===== config.mk =====
export PLATFORM = sky130hd
export DESIGN_NAME = ppta_ctrl
export DESIGN_NICKNAME = d
export VERILOG_FILES = /design/src/rtl/ppta_pkg.sv /design/src/rtl/ppta_ctrl.sv
export SDC_FILE = /design/constraint.sdc
export NUM_CORES = 1
export LEC_CHECK = 0
export ABC_AREA = 1
export BUFFER_PORTS_ARGS = -buffer_cell sky130_fd_sc_hd__clkbuf_2
export CORE_ASPECT_RATIO = 1.75
export CORE_MARGIN = 1
export CORE_UTILIZATION = 28
export DETAILED_ROUTE_END_ITERATION = 8
export PLACE_DENSITY = 0.46
export SYNTH_ARGS = -nofsm -noshare
export SYNTH_HDL_FRONTEND = slang
export SYNTH_SLANG_ARGS = --single-unit

===== constraint.sdc =====
create_clock -name clk_i -period 6.14 [get_ports clk_i]
set_input_delay 1.228 -clock clk_i [delete_from_list [all_inputs] [get_ports clk_i]]
set_output_delay 1.228 -clock clk_i [all_outputs]
set_load 0.02 [all_outputs]

===== src/rtl/ppta_pkg.sv =====
// Shared types and constants for the preemptive priority token arbiter.
// No dependencies; every other file in rtl/ imports this package.
package ppta_pkg;

  localparam int NUM_CPUS  = 8;
  localparam int CPU_W     = 3;
  localparam int PRIO_W    = $clog2(NUM_CPUS + 1);
  localparam int TIME_W    = 64;
  localparam int S_TDATA_W = 72;
  localparam int M_TDATA_W = 72;

  typedef logic [CPU_W-1:0]  cpu_t;
  typedef logic [PRIO_W-1:0] prio_t;
  typedef logic [TIME_W-1:0] time_t;

  typedef enum logic {
    KIND_REQUEST = 1'b0,
    KIND_REVOKE  = 1'b1
  } kind_e;

  typedef enum logic [3:0] {
    ST_IDLE,
    ST_LAUNCH,
    ST_SCAN,
    ST_DIFF,
    ST_ELAPSED,
    ST_SUM,
    ST_TRIPLE,
    ST_NEXT,
    ST_COMMIT,
    ST_RESP
  } state_e;

  // token that walks the cell chain, gathering per-CPU state
  typedef struct packed {
    logic  valid;
    prio_t best_prio;
    cpu_t  best_idx;
    time_t cpu_start;
    time_t own_start;
    time_t own_acc;
  } tok_t;

  // what the cells look for during a pass
  typedef struct packed {
    kind_e kind;
    cpu_t  cpu;
    cpu_t  owner;
  } key_t;

  // write strobes broadcast to the cells; two start-time ports for revoke
  typedef struct packed {
    logic  req_we;
    cpu_t  req_idx;
    prio_t req_val;
    logic  sa_we;
    cpu_t  sa_idx;
    time_t sa_val;
    logic  sb_we;
    cpu_t  sb_idx;
    time_t sb_val;
    logic  acc_we;
    cpu_t  acc_idx;
    time_t acc_val;
  } wr_t;

  typedef struct packed {
    logic  notify_resume;
    cpu_t  notify_cpu;
    logic  notify_valid;
    time_t wait_ticks;
    logic  ack;
  } res_t;

endpackage


===== src/rtl/ppta_ctrl.sv =====
// Sequencer of the arbiter: item capture, chain launch, time arithmetic,
// owner register, cell write-back and output register. Depends on ppta_pkg.
module ppta_ctrl import ppta_pkg::*; (
  input  logic                 clk_i,
  input  logic                 rst_ni,
  input  logic                 s_axis_tvalid,
  output logic                 s_axis_tready,
  input  logic [S_TDATA_W-1:0] s_axis_tdata,
  input  logic                 s_axis_tuser,
  output logic                 m_axis_tvalid,
  input  logic                 m_axis_tready,
  output logic [M_TDATA_W-1:0] m_axis_tdata,
  input  logic                 cfg_we_i,
  input  logic                 cfg_wdata_i,
  output key_t                 key_o,
  output tok_t                 tok_head_o,
  input  tok_t                 tok_tail_i,
  output wr_t                  wr_o
);

  state_e state_q, state_d;
  logic   wm_q;
  kind_e  kind_q;
  cpu_t   cpu_q;
  prio_t  prio_q;
  time_t  now_q;
  logic   owner_valid_q, owner_valid_d;
  cpu_t   owner_idx_q, owner_idx_d;
  prio_t  owner_prio_q, owner_prio_d;
  logic   refused_q;
  time_t  t0_q, t1_q;
  res_t   res_q, res_d;
  logic   m_valid_q;
  logic [M_TDATA_W-1:0] m_tdata_q;

  logic s_acc, out_load;
  logic [CPU_W-1:0] in_cpu;
  logic [2:0]       in_dec;
  logic grant, preempt, owns, winner;

  assign s_axis_tready = (state_q == ST_IDLE);
  assign s_acc         = s_axis_tvalid && s_axis_tready;
  assign out_load      = (state_q == ST_RESP) && (!m_valid_q || m_axis_tready);
  assign in_cpu        = s_axis_tdata[2:0];
  assign in_dec        = s_axis_tdata[5:3];

  assign key_o = '{kind: kind_q, cpu: cpu_q, owner: owner_idx_q};

  always_comb begin
    state_d = state_q;
    case (state_q)
      ST_IDLE:    if (s_acc) state_d = ST_LAUNCH;
      ST_LAUNCH:  state_d = ST_SCAN;
      ST_SCAN:    if (tok_tail_i.valid) state_d = ST_DIFF;
      ST_DIFF:    state_d = ST_ELAPSED;
      ST_ELAPSED: state_d = ST_SUM;
      ST_SUM:     state_d = (kind_q == KIND_REVOKE) ? ST_TRIPLE : ST_COMMIT;
      ST_TRIPLE:  state_d = ST_NEXT;
      ST_NEXT:    state_d = ST_COMMIT;
      ST_COMMIT:  state_d = ST_RESP;
      ST_RESP:    if (out_load) state_d = ST_IDLE;
      default:    state_d = ST_IDLE;
    endcase
  end

  always_comb begin
    tok_head_o       = '0;
    tok_head_o.valid = (state_q == ST_LAUNCH);
    wr_o             = '0;
    owner_valid_d    = owner_valid_q;
    owner_idx_d      = owner_idx_q;
    owner_prio_d     = owner_prio_q;
    res_d            = '0;
    grant            = 1'b0;
    preempt          = 1'b0;
    owns             = 1'b0;
    winner           = 1'b0;
    if (state_q == ST_COMMIT) begin
      if (kind_q == KIND_REQUEST) begin
        grant   = !refused_q && (prio_q > owner_prio_q);
        preempt = grant && owner_valid_q && (owner_idx_q != cpu_q);
        wr_o.req_we  = !refused_q;
        wr_o.req_idx = cpu_q;
        wr_o.req_val = prio_q;
        // preempted owner banks its elapsed time (t1 = acc + now - start)
        wr_o.acc_we  = preempt && wm_q;
        wr_o.acc_idx = owner_idx_q;
        wr_o.acc_val = t1_q;
        wr_o.sa_we   = grant && wm_q;
        wr_o.sa_idx  = cpu_q;
        wr_o.sa_val  = now_q;
        if (grant) begin
          owner_valid_d = 1'b1;
          owner_idx_d   = cpu_q;
          owner_prio_d  = prio_q;
        end
        res_d.ack           = !refused_q && (grant || (owner_valid_q && (owner_idx_q == cpu_q)));
        res_d.wait_ticks    = refused_q ? t0_q : '0;
        res_d.notify_valid  = preempt;
        res_d.notify_cpu    = preempt ? owner_idx_q : '0;
        res_d.notify_resume = 1'b0;
      end else begin
        owns   = owner_valid_q && (owner_idx_q == cpu_q);
        winner = owns && (tok_tail_i.best_prio != '0);
        wr_o.req_we  = 1'b1;
        wr_o.req_idx = cpu_q;
        wr_o.req_val = '0;
        // back-off: next allowed time = now + 3 * used, left in t1
        wr_o.sa_we   = owns && wm_q;
        wr_o.sa_idx  = cpu_q;
        wr_o.sa_val  = t1_q;
        wr_o.acc_we  = owns && wm_q;
        wr_o.acc_idx = cpu_q;
        wr_o.acc_val = '0;
        wr_o.sb_we   = winner && wm_q;
        wr_o.sb_idx  = tok_tail_i.best_idx;
        wr_o.sb_val  = now_q;
        if (owns) begin
          owner_valid_d = winner;
          owner_idx_d   = winner ? tok_tail_i.best_idx : '0;
          owner_prio_d  = winner ? tok_tail_i.best_prio : '0;
        end
        res_d.notify_valid  = winner;
        res_d.notify_cpu    = winner ? tok_tail_i.best_idx : '0;
        res_d.notify_resume = winner;
      end
    end
  end

  always_ff @(posedge clk_i or negedge rst_ni) begin
    if (!rst_ni) begin
      state_q       <= ST_IDLE;
      wm_q          <= 1'b0;
      owner_valid_q <= 1'b0;
      owner_idx_q   <= '0;
      owner_prio_q  <= '0;
      m_valid_q     <= 1'b0;
    end else begin
      state_q <= state_d;
      if (cfg_we_i) begin
        wm_q <= cfg_wdata_i;
      end
      if (state_q == ST_COMMIT) begin
        owner_valid_q <= owner_valid_d;
        owner_idx_q   <= owner_idx_d;
        owner_prio_q  <= owner_prio_d;
      end
      m_valid_q <= (m_valid_q && !m_axis_tready) || out_load;
    end
  end

  always_ff @(posedge clk_i) begin
    if (s_acc) begin
      kind_q <= kind_e'(s_axis_tuser);
      cpu_q  <= in_cpu;
      prio_q <= (int'(in_dec) >= NUM_CPUS) ? '0 : PRIO_W'(NUM_CPUS - int'(in_dec));
      now_q  <= s_axis_tdata[69:6];
    end
    case (state_q)
      ST_DIFF: begin
        refused_q <= wm_q && (now_q < tok_tail_i.cpu_start);
        t0_q      <= tok_tail_i.cpu_start - now_q;
      end
      ST_ELAPSED: t1_q <= now_q - tok_tail_i.own_start;
      ST_SUM:     t1_q <= tok_tail_i.own_acc + t1_q;
      ST_TRIPLE:  t1_q <= t1_q + {t1_q[TIME_W-2:0], 1'b0};
      ST_NEXT:    t1_q <= now_q + t1_q;
      ST_COMMIT:  res_q <= res_d;
      ST_RESP:    if (out_load) m_tdata_q <= {2'b00, res_q};
      default:    ;
    endcase
  end

  assign m_axis_tvalid = m_valid_q;
  assign m_axis_tdata  = m_tdata_q;

endmodule


# == Word-level counts from Yosys, hierarchy flattened ==
# Index checks and enable logic that the tools add are counted.
# op_classes
addsub,6
mul,0
div,0
n_lt_le_gt_ge,2
eq_ne,15
shift,0
n_mux,23
bitwise_logic,1
reduce_logical,28
# ops
cell,count
64-bit one-hot mux with 4 select lines,1
212-bit 2-to-1 mux,1
64-bit adder,3
68-bit 2-to-1 mux,2
64-bit subtractor,2
76-bit 2-to-1 mux,1
64-bit less-than comparator,1
4-bit one-hot mux with 10 select lines,1
4-bit 2-to-1 mux,9
"4-bit by 3-bit equality test with 1-bit output, second input constant",4
3-bit 2-to-1 mux,5
1-bit logical AND,14
"4-bit by 2-bit equality test with 1-bit output, second input constant",2
"4-bit equality test, second input constant",2
4-bit nonzero test,2
3-bit AND reduction,2
"4-bit by 1-bit equality test with 1-bit output, second input constant",1
4-bit > comparator,1
4-bit zero test,1
"2-bit by 1-bit != test with 1-bit output, second input constant",2
"2-bit != test, second input constant",2
"4-bit by 3-bit subtractor with 4-bit output, first input constant",1
3-bit equality test,1
1-bit zero test,3
7 further kinds,11
# totals
reg_bits,355
latch_bits,0
mem_bits_rw,0
rom_bits,0
input_bits,279
output_inout_bits,493
mem_count,0

# == Longest topological paths before layout ==
# logic_depth
ltp_word,7
mapped_depth,29

# == Worst setup path before layout ==
# Ideal clock, no wire load.
# synth_timing
path_kind,flip-flop to output port
startpoint,register state_q[0]
endpoint,output wr_o[65] (netlist bit)
arrival_ns,4.740
required_time_ns,4.912
path_slack_ns,0.172
stages_incl_launch_ff,7
cell_sequence,dfrtp_1 -> nor2_1 -> inv_1 -> nor3_2 -> inv_1 -> clkbuf_1 -> o31ai_1
# synth_rtl
element,line_no,rtl
from (decl),ppta_ctrl.sv:21,"state_e state_q, state_d;"
from (signal assigned),ppta_ctrl.sv:139,state_q <= state_d;
to (decl),ppta_ctrl.sv:18,output wr_t wr_o

==> impl_metrics.csv <==
group,metric,value,unit
status,outcome,"finished clean",
detailed_routing,route.detailed.drc,0,
detailed_routing,vias,41600,
global_routing,grt_pass1_vias,41100,
die,fp.dieH,492,um
placed_design,dpl.hpwl,198,mm
detailed_routing,wl_per_cell,26.3,um
synthesis,postSynthCellCount,6067,
pwr,p_per_area,445,nW/um2
sta,rsz0062_at_grt,"no",
clock_tree,hold_buffers,0,
sta,final_max_slew_viol_count,0,
worst_setup_path,path_class,"reg2out",
worst_setup_path,r2r_cells,21,
min_path,hold_start,"res_q[49]$_SDFFCE_PP0P_",
clock_tree,post_cts.repair.setup_buffers,0,
sta,tightestPinTransition,1.43,ns
detailed_routing,wl,224,mm
sta,slew_headroom,4.01,%
sta,clock_skew,0.0507,ns
synthesis,synth-seq-cells,355,
worst_setup_path,startpoint_type,"register",
pwr,power_leakage,22.9,nW
clock_tree,clk_path_buf_depth,3,
layout,seqCellArea,10600,um2
min_path,worstHoldPathCells,0,
sta,fmax,191,MHz
die,start_util,28.2,%
synthesis,syn-mean-instance-area,6.32,um2
sta,min_period,5.24,ns
detailed_routing,dr.pass1.iters,6,
sta,finalSetupTns,0,ns
global_routing,overflow,0,
worst_setup_path,crit_buf_inv,3,
layout,drive_above_1_share,11.4,%
synthesis,yosys.area.top_type,"edfxtp_1",
clock_tree,clock-sinks,355,
synthesis,yosys-top-cells-area,"edfxtp_1, nand2_1, inv_1, ha_1, nor2_1",
clock_tree,htree_levels,2,
sta,whs,0.417,ns
sta,finalHoldViolations,0,
synthesis,synthFlopType,"edfxtp_1",
sta,finalCritPeriodShare,85.3,%
layout,multi_input_area,22600,um2
synthesis,syn_area,38400,um2
min_path,holdPathEnd,"m_axis_tdata[49]$_DFFE_PP_",
worst_setup_path,cp_cell_sequence,"inv_1, nand2_4, buf_4, o22ai_1, clkbuf_2",
clock_tree,cts_tree,"yes",
global_routing,track_usage,31.5,%
worst_setup_path,crit_path_end_kind,"output pin",
synthesis,async_flop_share,3.94,%
clock_tree,cts_root_buffer,"clkbuf_16",
synthesis,yosys-top-cells-count,"nand2_1, inv_1, nor2_1",
worst_setup_path,critical-path-top-delay-family,"buffers and inverters",
synthesis,ys_seq_area_share,27.6,%
die,die_width,282,um
clock_tree,clk_pin_slew_worst_paths,0.07,ns
worst_setup_path,crit_required,4.91,ns
placed_design,numPortBuffers,568,
layout,layout.nets,7219,
worst_setup_path,crit_arrival,4.01,ns
synthesis,synth_top_area_share,26.7,%
layout,syn2layout_area_growth,15.6,%
pwr,ir_drop,0.196,mV
synthesis,synth_edf_count,341,
die,die_area,139000,um2
clock_tree,clkLatencyLatePin,0.64,ns
worst_setup_path,cp_max_fo,63,
worst_setup_path,r2r-end,"t1_q[51]$_DFFE_PP_",
global_routing,antenna_found_initial,21,
layout,fillers,15600,
die,rows,179,
sta,finalSetupViolations,0,
synthesis,synth.most_common_cell,"nand2_1",
worst_setup_path,reg2reg_from,"state_q[3]$_DFFE_PN0P_",
synthesis,ys_types,54,
die,core_area,136000,um2
die,io_pins,772,
global_routing,grt_first_pass_wirelength,300,mm
clock_tree,cts_resized,0,
worst_setup_path,rrSetupSlack,1.11,ns
run,drv_cap,0,
clock_tree,cts_buffers,40,
global_routing,grt_max_degree,86,
detailed_routing,drt_iter0_markers,2603,
worst_setup_path,slowest_stage,"edfxtp_1",
detailed_routing,vias_per_cell,4.88,
min_path,hold_class,"reg2reg",
placed_design,place.gp.congestion,0.977,
synthesis,ys_warn_count,0,
detailed_routing,postRouteAntennaNets,0,
worst_setup_path,critPathMaxStageDelay,1.05,ns
## worst max-delay path by stage
stage / depth (start not counted) / slack [ns] / endpoint / startpoint
floorplan: 6 / 0.17 / wr_o[65] / state_q[0]$_DFFE_PN0P_
global placement: 23 / 0.58 / t1_q[51]$_DFFE_PP_ / tok_tail_i[106]
detailed placement: 23 / 0.50 / t1_q[51]$_DFFE_PP_ / tok_tail_i[106]
CTS: 5 / 1.05 / wr_o[183] / kind_q$_DFFE_PP_
global route: 5 / 0.85 / wr_o[183] / kind_q$_DFFE_PP_
finish: 5 / 0.90 / wr_o[168] / kind_q$_DFFE_PP_
## stage by stage
step,setup slack (ns),utilization [%],total power [mW],cells,instance area (um2)
floorplan,0.172,-,11.8,6267,39100
global placement,0.579,31.6,16.9,8435,42900
detailed placement,0.496,31.6,17.0,8435,42900
CTS,1.05,32.6,19.7,8509,44300
global route,0.851,32.6,21.0,8512,44300
finish,0.903,32.6,19.7,8523,44400
## worst register-to-register path: cells and delay by family (launching register included)
| family | cells | cell delay, ns |
|---|---|---|
| buf+inv | 7 | 1.79 |
| simple gates | 12 | 1.97 |
| compound gates | 1 | 0.06 |
| flops | 1 | 0.45 |
| fa+ha+maj | 1 | 0.46 |
## registers in the layout, indices dropped and copies added (netlist names)
signal and cells:
owner_valid_q 1, prio_q 4, owner_prio_q 4, state_q 4, refused_q 1, t0_q 64, res_q 70, t1_q 64
wm_q 1, m_axis_tvalid 1, owner_idx_q 3, m_axis_tdata 70, now_q 64, kind_q 1, cpu_q 3
## power breakdown
part           switching, mW  internal, mW  leakage [nW]
Clock                   1.22          1.44         0.655
Sequential             0.833          3.54          3.30
Combinational           9.26          3.43          18.9
Total                   11.3          8.41          22.9
## per-layer routing
layer  vias to the layer above  track usage [%]  part of all wire [%]  wire (um)
li1                      20200                -                     -          -
met1                     19300             30.0                    34      75200
met2                      1481             59.0                    52     116000
met3                       526             2.87                   3.9       8840
met4                        16             28.5                    11      24400
met5                         -                0                 0.040         89
## cells in the final DEF (no fill, tap or decap), types with 76 or more instances in the layout
cell type	instances
edfxtp_1	341
nor2_1	802
conb_1	201
nand3_1	397
xor2_1	85
nand2_1	1681
nor3_1	76
clkbuf_2	568
o21ai_0	211
ha_1	269
inv_1	1092
a21oi_1	423
## final cells by class
class	count	share of cell area [%]
Multi-Input combinational cell	4535	51.0
Sequential cell	355	23.9
Inverter	1102	9.33
Timing Repair Buffer	633	7.51
Tap cell	1810	5.11
Clock buffer	46	2.31
Clock inverter	28	0.795
Antenna cell	14	0.0790
## cells by family (layout without fill, tap and decap cells)
kind of cell,Yosys count,in the layout,synth area share [%]
buf+inv,1377,1809,15.5
flops,355,355,27.6
compound gates,827,827,11.7
fa+ha+maj,273,273,8.98
xor+xnor,117,117,2.67
simple gates,3117,3117,33.5
other cells,1,215,0.00977
Note: power is estimated with default switching activity, not from simulation.
