[src/rtl/ppta_pkg.sv]
// Shared types and constants for the preemptive priority token arbiter.
// No dependencies; every other file in rtl/ imports this package.
package ppta_pkg;

  localparam int NUM_CPUS  = 8;
  localparam int CPU_W     = 3;
  localparam int PRIO_W    = $clog2(NUM_CPUS + 1);
  localparam int TIME_W    = 64;
  localparam int S_TDATA_W = 72;
  localparam int M_TDATA_W = 72;

  typedef logic [CPU_W-1:0]  cpu_t;
  typedef logic [PRIO_W-1:0] prio_t;
  typedef logic [TIME_W-1:0] time_t;

  typedef enum logic {
    KIND_REQUEST = 1'b0,
    KIND_REVOKE  = 1'b1
  } kind_e;

  typedef enum logic [3:0] {
    ST_IDLE,
    ST_LAUNCH,
    ST_SCAN,
    ST_DIFF,
    ST_ELAPSED,
    ST_SUM,
    ST_TRIPLE,
    ST_NEXT,
    ST_COMMIT,
    ST_RESP
  } state_e;

  // token that walks the cell chain, gathering per-CPU state
  typedef struct packed {
    logic  valid;
    prio_t best_prio;
    cpu_t  best_idx;
    time_t cpu_start;
    time_t own_start;
    time_t own_acc;
  } tok_t;

  // what the cells look for during a pass
  typedef struct packed {
    kind_e kind;
    cpu_t  cpu;
    cpu_t  owner;
  } key_t;

  // write strobes broadcast to the cells; two start-time ports for revoke
  typedef struct packed {
    logic  req_we;
    cpu_t  req_idx;
    prio_t req_val;
    logic  sa_we;
    cpu_t  sa_idx;
    time_t sa_val;
    logic  sb_we;
    cpu_t  sb_idx;
    time_t sb_val;
    logic  acc_we;
    cpu_t  acc_idx;
    time_t acc_val;
  } wr_t;

  typedef struct packed {
    logic  notify_resume;
    cpu_t  notify_cpu;
    logic  notify_valid;
    time_t wait_ticks;
    logic  ack;
  } res_t;

endpackage

[src/rtl/ppta_cell.sv]
// One CPU slot of the arbiter chain: request priority, start/next time, used time.
// Depends on ppta_pkg.
module ppta_cell import ppta_pkg::*; (
  input  logic clk_i,
  input  logic rst_ni,
  input  cpu_t idx_i,
  input  key_t key_i,
  input  wr_t  wr_i,
  input  tok_t tok_i,
  output tok_t tok_o
);

  prio_t req_q;
  time_t start_q;
  time_t acc_q;
  tok_t  tok_q, tok_d;
  prio_t prio_eff;

  always_comb begin
    // a revoking CPU drops out of its own scan
    prio_eff = ((key_i.kind == KIND_REVOKE) && (key_i.cpu == idx_i)) ? '0 : req_q;
    tok_d       = tok_q;
    tok_d.valid = tok_i.valid;
    if (tok_i.valid) begin
      tok_d = tok_i;
      if (key_i.cpu == idx_i) begin
        tok_d.cpu_start = start_q;
      end
      if (key_i.owner == idx_i) begin
        tok_d.own_start = start_q;
        tok_d.own_acc   = acc_q;
      end
      // strict compare: ties stay with the lower index seen first
      if (prio_eff > tok_i.best_prio) begin
        tok_d.best_prio = prio_eff;
        tok_d.best_idx  = idx_i;
      end
    end
  end

  always_ff @(posedge clk_i or negedge rst_ni) begin
    if (!rst_ni) begin
      tok_q   <= '0;
      req_q   <= '0;
      start_q <= '0;
      acc_q   <= '0;
    end else begin
      tok_q <= tok_d;
      if (wr_i.req_we && (wr_i.req_idx == idx_i)) begin
        req_q <= wr_i.req_val;
      end
      if (wr_i.sa_we && (wr_i.sa_idx == idx_i)) begin
        start_q <= wr_i.sa_val;
      end else if (wr_i.sb_we && (wr_i.sb_idx == idx_i)) begin
        start_q <= wr_i.sb_val;
      end
      if (wr_i.acc_we && (wr_i.acc_idx == idx_i)) begin
        acc_q <= wr_i.acc_val;
      end
    end
  end

  assign tok_o = tok_q;

endmodule

[config.mk]
export PLATFORM = sky130hd
export DESIGN_NAME = ppta_cell
export DESIGN_NICKNAME = d
export VERILOG_FILES = /design/src/rtl/ppta_pkg.sv /design/src/rtl/ppta_cell.sv
export SDC_FILE = /design/constraint.sdc
export NUM_CORES = 1
export LEC_CHECK = 0
export ABC_AREA = 1
export BUFFER_PORTS_ARGS = -buffer_cell sky130_fd_sc_hd__buf_2
export CAP_MARGIN = 0
export CELL_PAD_IN_SITES_DETAIL_PLACEMENT = 0
export CELL_PAD_IN_SITES_GLOBAL_PLACEMENT = 1
export CORE_MARGIN = 5
export CORE_UTILIZATION = 31
export CTS_CLUSTER_SIZE = 8
export DETAILED_ROUTE_END_ITERATION = 12
export GPL_TIMING_DRIVEN = 0
export HOLD_SLACK_MARGIN = 0.05
export PLACE_DENSITY = 0.84
export SYNTH_ARGS = -nofsm -noshare
export SYNTH_HDL_FRONTEND = slang
export SYNTH_SLANG_ARGS = --single-unit
[constraint.sdc]
create_clock -name clk_i -period 1.7 [get_ports clk_i]
set_clock_uncertainty 0.1 [all_clocks]
set_input_delay 0.17 -clock clk_i [delete_from_list [all_inputs] [get_ports clk_i]]
set_output_delay 0.17 -clock clk_i [all_outputs]
set_load 0.01 [all_outputs]
Yosys cells after proc, flatten, opt, wreduce, memory -nomap -nowiden

Cells that the tools add are included.

Flip-flop bits (word level): 332
Logic and storage cells: 29
Bits of input ports: 424
Output and inout bits: 200

Magnitude comparators: 1
Equality and inequality tests: 6
Muxes and demuxes: 7
Reductions and logical operators: 6

Operators by type and width:

| operator                      | number |
|---|---|
| 200-bit two-way mux           | 1 |
| 64-bit two-way mux            | 3 |
| 128-bit two-way mux           | 1 |
| 3-bit equality test           | 6 |
| 7-bit two-way mux             | 1 |
| 1-bit logical AND             | 5 |
| 4-bit greater-than comparator | 1 |
| 4-bit two-way mux             | 1 |
| 2-bit nonzero test            | 1 |

Depth between registers and ports, before layout

Gate-level depths: netlist of the first run.

Depth in word-level cells: 6
Gate-level depth with buffers: 17
Depth with buffers taken out: 16

Worst setup path before layout of the first run

Ideal clock, no wire load.

Path kind: input port to flip-flop
Start point: input port idx_i[0]
End point: register tok_q (netlist bit tok_o[192])
Data arrival time: 1,727 ps
Path buffers: 2
Library setup time: 126 ps
Stages on the path: 15
Required time: 1,474 ps
Slack: -253 ps
Cells stage by stage: buf_6 xnor2_1 nand4_1 nand2_1 inv_1 ha_1 nand2_1 nand2_1 nand2_1 nand2_1 nand2_1 clkbuf_1 nand2_1 nand2_1 o21ai_0

Longest elaborated chain between the ends: 5

RTL lines:

| item                          | line            | source |
|---|---|---|
| from (decl)                   | ppta_cell.sv:6  | `input cpu_t idx_i,` |
| 3-bit equality test           | ppta_cell.sv:21 | `prio_eff = ((key_i.kind == KIND_REVOKE) && (key_i.cpu == idx_i)) ? '0 : req_q;` |
| 1-bit logical AND             | ppta_cell.sv:21 |  |
| 4-bit two-way mux             | ppta_cell.sv:21 |  |
| 4-bit greater-than comparator | ppta_cell.sv:34 | `if (prio_eff > tok_i.best_prio) begin` |
| 7-bit two-way mux (*)         | ppta_cell.sv:34 |  |
| to (signal assigned)          | ppta_cell.sv:48 | `tok_q <= tok_d;` |
| to (decl)                     | ppta_cell.sv:16 | `tok_t tok_q, tok_d;` |

Mark *: on every way between the ends. The rest lies on a longest branch, timed or not.
A chain may end at the register's enable or synchronous reset.

Final worst setup path of the first run

Start point: register req_q[1]
End point: register tok_q (netlist bit tok_o[195])

Longest elaborated chain between the ends: 3

RTL lines:

| item                          | line            | source |
|---|---|---|
| from (decl)                   | ppta_cell.sv:13 | `prio_t req_q;` |
| from (signal assigned)        | ppta_cell.sv:50 | `req_q <= wr_i.req_val;` |
| 4-bit two-way mux             | ppta_cell.sv:21 |  |
| 4-bit greater-than comparator | ppta_cell.sv:34 |  |
| 7-bit two-way mux             | ppta_cell.sv:34 |  |

No other way between the ends.

==> out/metrics.cfg, run 1 <==
[layout]
layout_nets=3712
post_layout_nonfiller_instances=3982
final_layout_size_suffix_gt1_share_pct=24.6
layout_common_cells=940 x nand2_1, 667 x buf_2, 404 x dlygate4sd3_1
utilization_pct=49.6
fillCellCount=5033
flow.area_growth_from_synthesis_pct=57.9
finish.instance_area_mm2=0.0261
layout_commonest_cell=nand2_1

[pwr]
pwr_density_cell_mw_per_mm2=978
power.switching_mw=8.13
ir_drop_uv=594
static-leakage-power_nw=14.5
comb_power_share_pct=26.5
p_int_mw=17.4
seq_power_share_pct=40.0
swShare_pct=31.9
p_clk_share_pct=33.4

[route]
viasPerCell=4.72
wire_per_inst_um=19.0
drcViolationCount=0
antenna_violating_nets_post_route=0
detail_route.wirelength_um=75600
detailedRoute.firstIterationViolations=1181
drt_first_pass_iters=5
dr_total_vias=18800

[worst_setup_path]
critical_path.endpoint_type=register
cp_data_required_time_ps=2100
crit-reg2reg-capture=tok_o[195]
r2r_start=req_q[1]
setup.worst_path.start_class=register
worstPathArrival_ps=2050
largest_fanout_on_the_critical_path=5
timing.setup.critical_path_class=reg -> reg
worst_r2r_path_depth=12
ff2ff_setup_slack_ps=60

[synth]
synth_area_leader_cell=dfrtp_1
combined_area_of_all_synthesized_cells_mm2=0.0165
async_s_r_ff_share_synth_pct=100
yosys-top-cells-area=dfrtp_1 50%, nand2_1 22%, inv_1 4.9%
synthDistinctLibCells=27
yosys.area.top_type_share_pct=50.3
postSynthCellCount=2202
synth.avg_cell_area_um2=7.51
syn_nets=2630
ys_seq_elements=332
yosysSeqAreaShare_pct=50.3
dominantRegCellSynth=dfrtp_1
yosysWarningCount=0
synth_edf_count=0

[place]
pre_cts_ws_ps=-858
dpl.cell_count=3513
port-buffer-count=620
globalplace.congestion=0.891
placed_area_mm2=0.0206
detailedPlacementHpwl_um=54000

[floorplanning]
floorplan.initialDensity_pct=31.4
die_height_um=241
design.portCount=624
row_count=84
core_region_area_mm2=0.0527
die-width_um=241
die_area_mm2=0.0580

[timing]
final.setup.worst_slack_ps=57.1
fin_setup_tns_ps=0
slew_viol_final=0
unrepaired_setup_endpoints_after_global_routing=yes
final-hold-violation-count=0
final_critical_path_time_including_i_o_delays_and_setup_ps=1640
slew_headroom_pct=53.3
setup_viol_count_final=0
final_min_period_over_clock_period_pct=96.6
timing_worst_slew_pin_value_ps=700
achievable-frequency_ghz=0.609

[global_routing]
grt_first_pass_wirelength_um=111000
pin_count_of_the_biggest_net_entering_global_routing=105
grt_overflow_total=0
grt_pass1_vias=19100
grt_antenna_before_repair=9
global_route.usage.total_pct=24.7

[outcome]
status=finished, final reports clean

[job]
max_cap_viol_count=0

[cts]
clk_path_buf_depth=3
cts_tree=done
clk_latency_ps=570
total_number_of_clock_tree_sinks=332
cts.hold.buffers_added=405
clk_pin_slew_worst_paths_ps=50
cts-root-buf=clkbuf_16
cts_max_level=2
numCtsBuffers=47

[hold_path]
hold_path_class=in -> async

state kept, by name, indices dropped and copies added (netlist names):
name and flops:
acc_q 64, start_q 64, tok_o 200, req_q 4
timing repair:
| action | in CTS | in global routing |
|---|---|---|
| gates resized for setup | 4 | 19 |
| cloned | 0 | 2 |
| setup endpoints to repair | 172 | 28 |
| endpoints found under the hold margin | 560 | 42 |
| pin swaps | 0 | 13 |
| setup buffers | 0 | 4 |
power groups by stage:
stage / clock network (mW) / logic, mW / registers (mW)
detailed placement: 0 / 5.75 / 10.3
floorplan: 0 / 2.86 / 10.5
global placement: 0 / 5.66 / 10.3
finish: 8.53 / 6.77 / 10.2
CTS: 8.75 / 6.55 / 10.2
global route: 9.03 / 7.51 / 10.4
layout make-up:
cell class	count	area, µm²	area share, %
well taps	688	861	3.30
inverters	218	821	3.15
clock buffers	50	1230	4.71
plain buffers	145	907	3.48
multi-input cells	1507	6600	25.3
clock inverters	2	25.0	0.0959
flip-flops and latches	332	8310	31.8
diodes	7	17.5	0.0671
repair buffers	1033	7330	28.1
synth_stat cells (6+ instances only):
| cell | count |
|---|---|
| a21oi_1 | 70 |
| buf_2 | 49 |
| buf_4 | 11 |
| buf_6 | 30 |
| clkbuf_1 | 45 |
| clkbuf_2 | 6 |
| dfrtp_1 | 332 |
| inv_1 | 216 |
| nand2_1 | 947 |
| nand3_1 | 130 |
| nand3b_1 | 64 |
| nor2_1 | 71 |
| o21ai_0 | 127 |
| o21ai_1 | 74 |
| xnor2_1 | 10 |
worst max-delay path, cell delays in order, from the launching register on:
cell and delay [ps]:
dfrtp_1 380, nand2_2 80, inv_2 50, ha_4 260, nand2_2 40, nand2_1 50, nand2_1 50, nand2_1 60
nand2_2 90, clkbuf_16 170, a21oi_2 100, nand2_1 70, nand2_1 60
per-layer routing:
layer | global-route usage (%) | routed length, µm
met5 | 0 | 13
met4 | 9.56 | 3200
met3 | 5.63 | 5640
met2 | 42.2 | 36300
met1 | 30.5 | 30500
cells by family (layout without fill, tap and decap cells):
group,Yosys count,in the layout,synth area share (%)
xor+xnor,11,11,0.583
compound gates,271,271,8.21
simple gates,1221,1221,30.4
fa+ha+maj,4,4,0.303
other cells,0,7,0
flops,332,332,50.3
buf+inv,363,1448,10.3
per-stage QoR:
step           total power [mW]  hold slack (ps)
4_1_cts                    25.5            -28.4
3_3_place_gp               15.9              196
3_5_place_dp               16.0            0.594
6_report                   25.5             16.2
5_1_grt                    26.9             12.7
2_1_floorplan              13.3             -226
how the worst max path moves through the flow:
stage,start,endpoint,cells past startpoint
after floorplan,idx_i[0],tok_o[198],15
after global placement,rst_ni,tok_o[180],1
after detailed placement,tok_i[199],tok_o[123],7
after CTS,req_q[1],tok_o[192],12
after global routing,req_q[1],tok_o[192],12
final,req_q[1],tok_o[195],12
Power figures use the tool's default switching activity.
==> run 2: changes to the inputs <==
--- a/config.mk
+++ b/config.mk
@@ -16,7 +16,8 @@
 export DETAILED_ROUTE_END_ITERATION = 12
 export GPL_TIMING_DRIVEN = 0
 export HOLD_SLACK_MARGIN = 0.05
-export PLACE_DENSITY = 0.84
+export PLACE_DENSITY = 0.82
+export RECOVER_POWER = 50
 export SYNTH_ARGS = -nofsm -noshare
 export SYNTH_HDL_FRONTEND = slang
 export SYNTH_SLANG_ARGS = --single-unit
==> constraint.sdc (replaced) <==
create_clock -name clk_i -period 1.4 [get_ports clk_i]
set_clock_uncertainty 0.1 [all_clocks]
set_input_delay 0.14 -clock clk_i [delete_from_list [all_inputs] [get_ports clk_i]]
set_output_delay 0.14 -clock clk_i [all_outputs]
set_load 0.01 [all_outputs]
==> out/metrics.cfg, run 2 (synthesis gave the netlist of run 1 again) <==
[place]
globalplace.congestion=0.966
detailedPlacementHpwl_um=56200
dpl.cell_count=3512
port-buffer-count=620
pre_cts_ws_ps=-1260

[pwr]
power.switching_mw=9.88
p_int_mw=21.3
seq_power_share_pct=39.9
ir_drop_uv=648
pwr_density_cell_mw_per_mm2=1190
swShare_pct=31.7
static-leakage-power_nw=14.4
post_route_total_power_mw=31.2
p_clk_share_pct=33.7
comb_power_share_pct=26.4

[worst_setup_path]
setup.worst_path.start_class=register
critPathMaxStageDelay_ps=370
largest_fanout_on_the_critical_path=5
ff2ff_setup_slack_ps=-250
timing.setup.critical_path_class=reg -> reg
worstPathCellList=nand2_1, inv_1, ha_1, nand2_1, inv_2, nand3_1, nand2_4, buf_8, a21oi_2, nand2_1, nand2_1
worst_path_max_delay_cell=dfrtp_1
worstPathArrival_ps=1990
critical_path.endpoint_type=register
cp_data_required_time_ps=1740
worst_r2r_path_depth=11
critical-path-top-cell-by-count=nand2_1

[floorplanning]
die_area_mm2=0.0580
row_count=84
die-width_um=241
design.portCount=624
core_region_area_mm2=0.0527
floorplan.initialDensity_pct=31.4
die_height_um=241

[route]
antenna_violating_nets_post_route=0
dr_total_vias=18900
viasPerCell=4.74
drcViolationCount=0
detail_route.wirelength_um=76300
wire_per_inst_um=19.1
detailedRoute.firstIterationViolations=1083
drt_first_pass_iters=7

[hold_path]
hold_path_class=in -> async

[cts]
clk_path_buf_depth=3
clk_pin_slew_worst_paths_ps=50
cts-root-buf=clkbuf_16
total_number_of_clock_tree_sinks=332
cts_tree=done
cts_max_level=2
numCtsBuffers=48
clk_latency_ps=560

[outcome]
failed_checks=hold timing, setup timing
status=finished with violations

[layout]
post_layout_nonfiller_instances=3991
fillCellCount=5059
layout_nets=3713
largest_reg_flops=200
layout_common_cells=939 x nand2_1, 654 x buf_2, 404 x dlygate4sd3_1
final_layout_size_suffix_gt1_share_pct=24.7
flow.area_growth_from_synthesis_pct=58.2
layout_commonest_cell=nand2_1

[timing]
achievable-frequency_ghz=0.608
final.setup.worst_slack_ps=-246
slew_headroom_pct=2.66
final_min_period_over_clock_period_pct=118
timing_worst_slew_pin_value_ps=1460
final.hold.worst_slack_ps=-156
unrepaired_setup_endpoints_after_global_routing=yes
final_critical_path_time_including_i_o_delays_and_setup_ps=1650
setup_viol_count_final=7
slew_viol_final=0
final-hold-violation-count=105

[global_routing]
grt_overflow_total=0
pin_count_of_the_biggest_net_entering_global_routing=116
global_route.usage.total_pct=25.1
grt_pass1_vias=19600
grt_first_pass_wirelength_um=113000
grt_antenna_before_repair=15

[job]
max_cap_viol_count=0

[run 2: per-stage QoR]
| stage | cell area [µm²] | TNS (ps) | util (%) |
|---|---|---|---|
| detailed placement | 20600 | -256390 | 39.1 |
| global placement | 20500 | -2379340 | 39.0 |
| floorplan | 16600 | -2390 | - |
| finish | 26200 | -1480 | 49.7 |
| CTS | 26000 | -1850 | 49.4 |
| global route | 26100 | -40040 | 49.6 |
[run 2: final timing paths]
check | startpoint | endpoint
min reg2reg | tok_o[175] | tok_o[175]
min in group clk_i | key_i[6] | tok_o[195]
max in group asynchronous | rst_ni | tok_o[99]
max reg2reg | req_q[2] | tok_o[197]
max | req_q[2] | tok_o[197]
min | rst_ni | tok_o[44]
[run 2: area by class of cell]
class                           instances  area, µm²  area share, %
Inverter                              218        821           3.14
Multi-Input combinational cell       1507       6600           25.2
Antenna cell                           14       35.0          0.134
Timing Repair Buffer                 1034       7330           28.0
Sequential cell                       332       8310           31.8
Buffer                                144        918           3.51
Clock inverter                          2       37.5          0.144
Tap cell                              688        861           3.29
Clock buffer                           52       1240           4.73
[run 2: worst max-delay path: cells and delay by family (launching register included)]
| kind | cells | cell delay, ps |
|---|---|---|
| AOI/OAI and AO/OA | 1 | 50 |
| adders and majority gates | 1 | 260 |
| buffers and inverters | 3 | 240 |
| DFF | 1 | 370 |
| and+or+nand+nor | 6 | 500 |
[run 2: what timing repair did]
item	CTS	global route
setup endpoints to repair	217	62
cloned	1	0
buffers inserted	3	4
pin swaps	0	5
hold buffers	403	1
endpoints found under the hold margin	437	126
gates resized for setup	31	22
[run 2: routing by layer]
layer  track usage [%]  part of all wire [%]  vias to the layer above
li1                  -                     -                     8983
met1              31.1                    40                     8843
met2              43.3                    48                      863
met3              5.70                   8.0                      211
met4              8.92                   4.0                        6
met5                 0                 0.037                        -
[run 2: power groups by stage]
| stage | clock network [mW] | logic (mW) | registers [mW] |
|---|---|---|---|
| final | 10.5 | 8.25 | 12.4 |
| after global routing | 11.1 | 9.18 | 12.6 |
| after CTS | 10.7 | 8.14 | 12.4 |
| after detailed placement | 0 | 7.02 | 12.6 |
| after global placement | 0 | 6.89 | 12.5 |
| after floorplan | 0 | 3.47 | 12.7 |
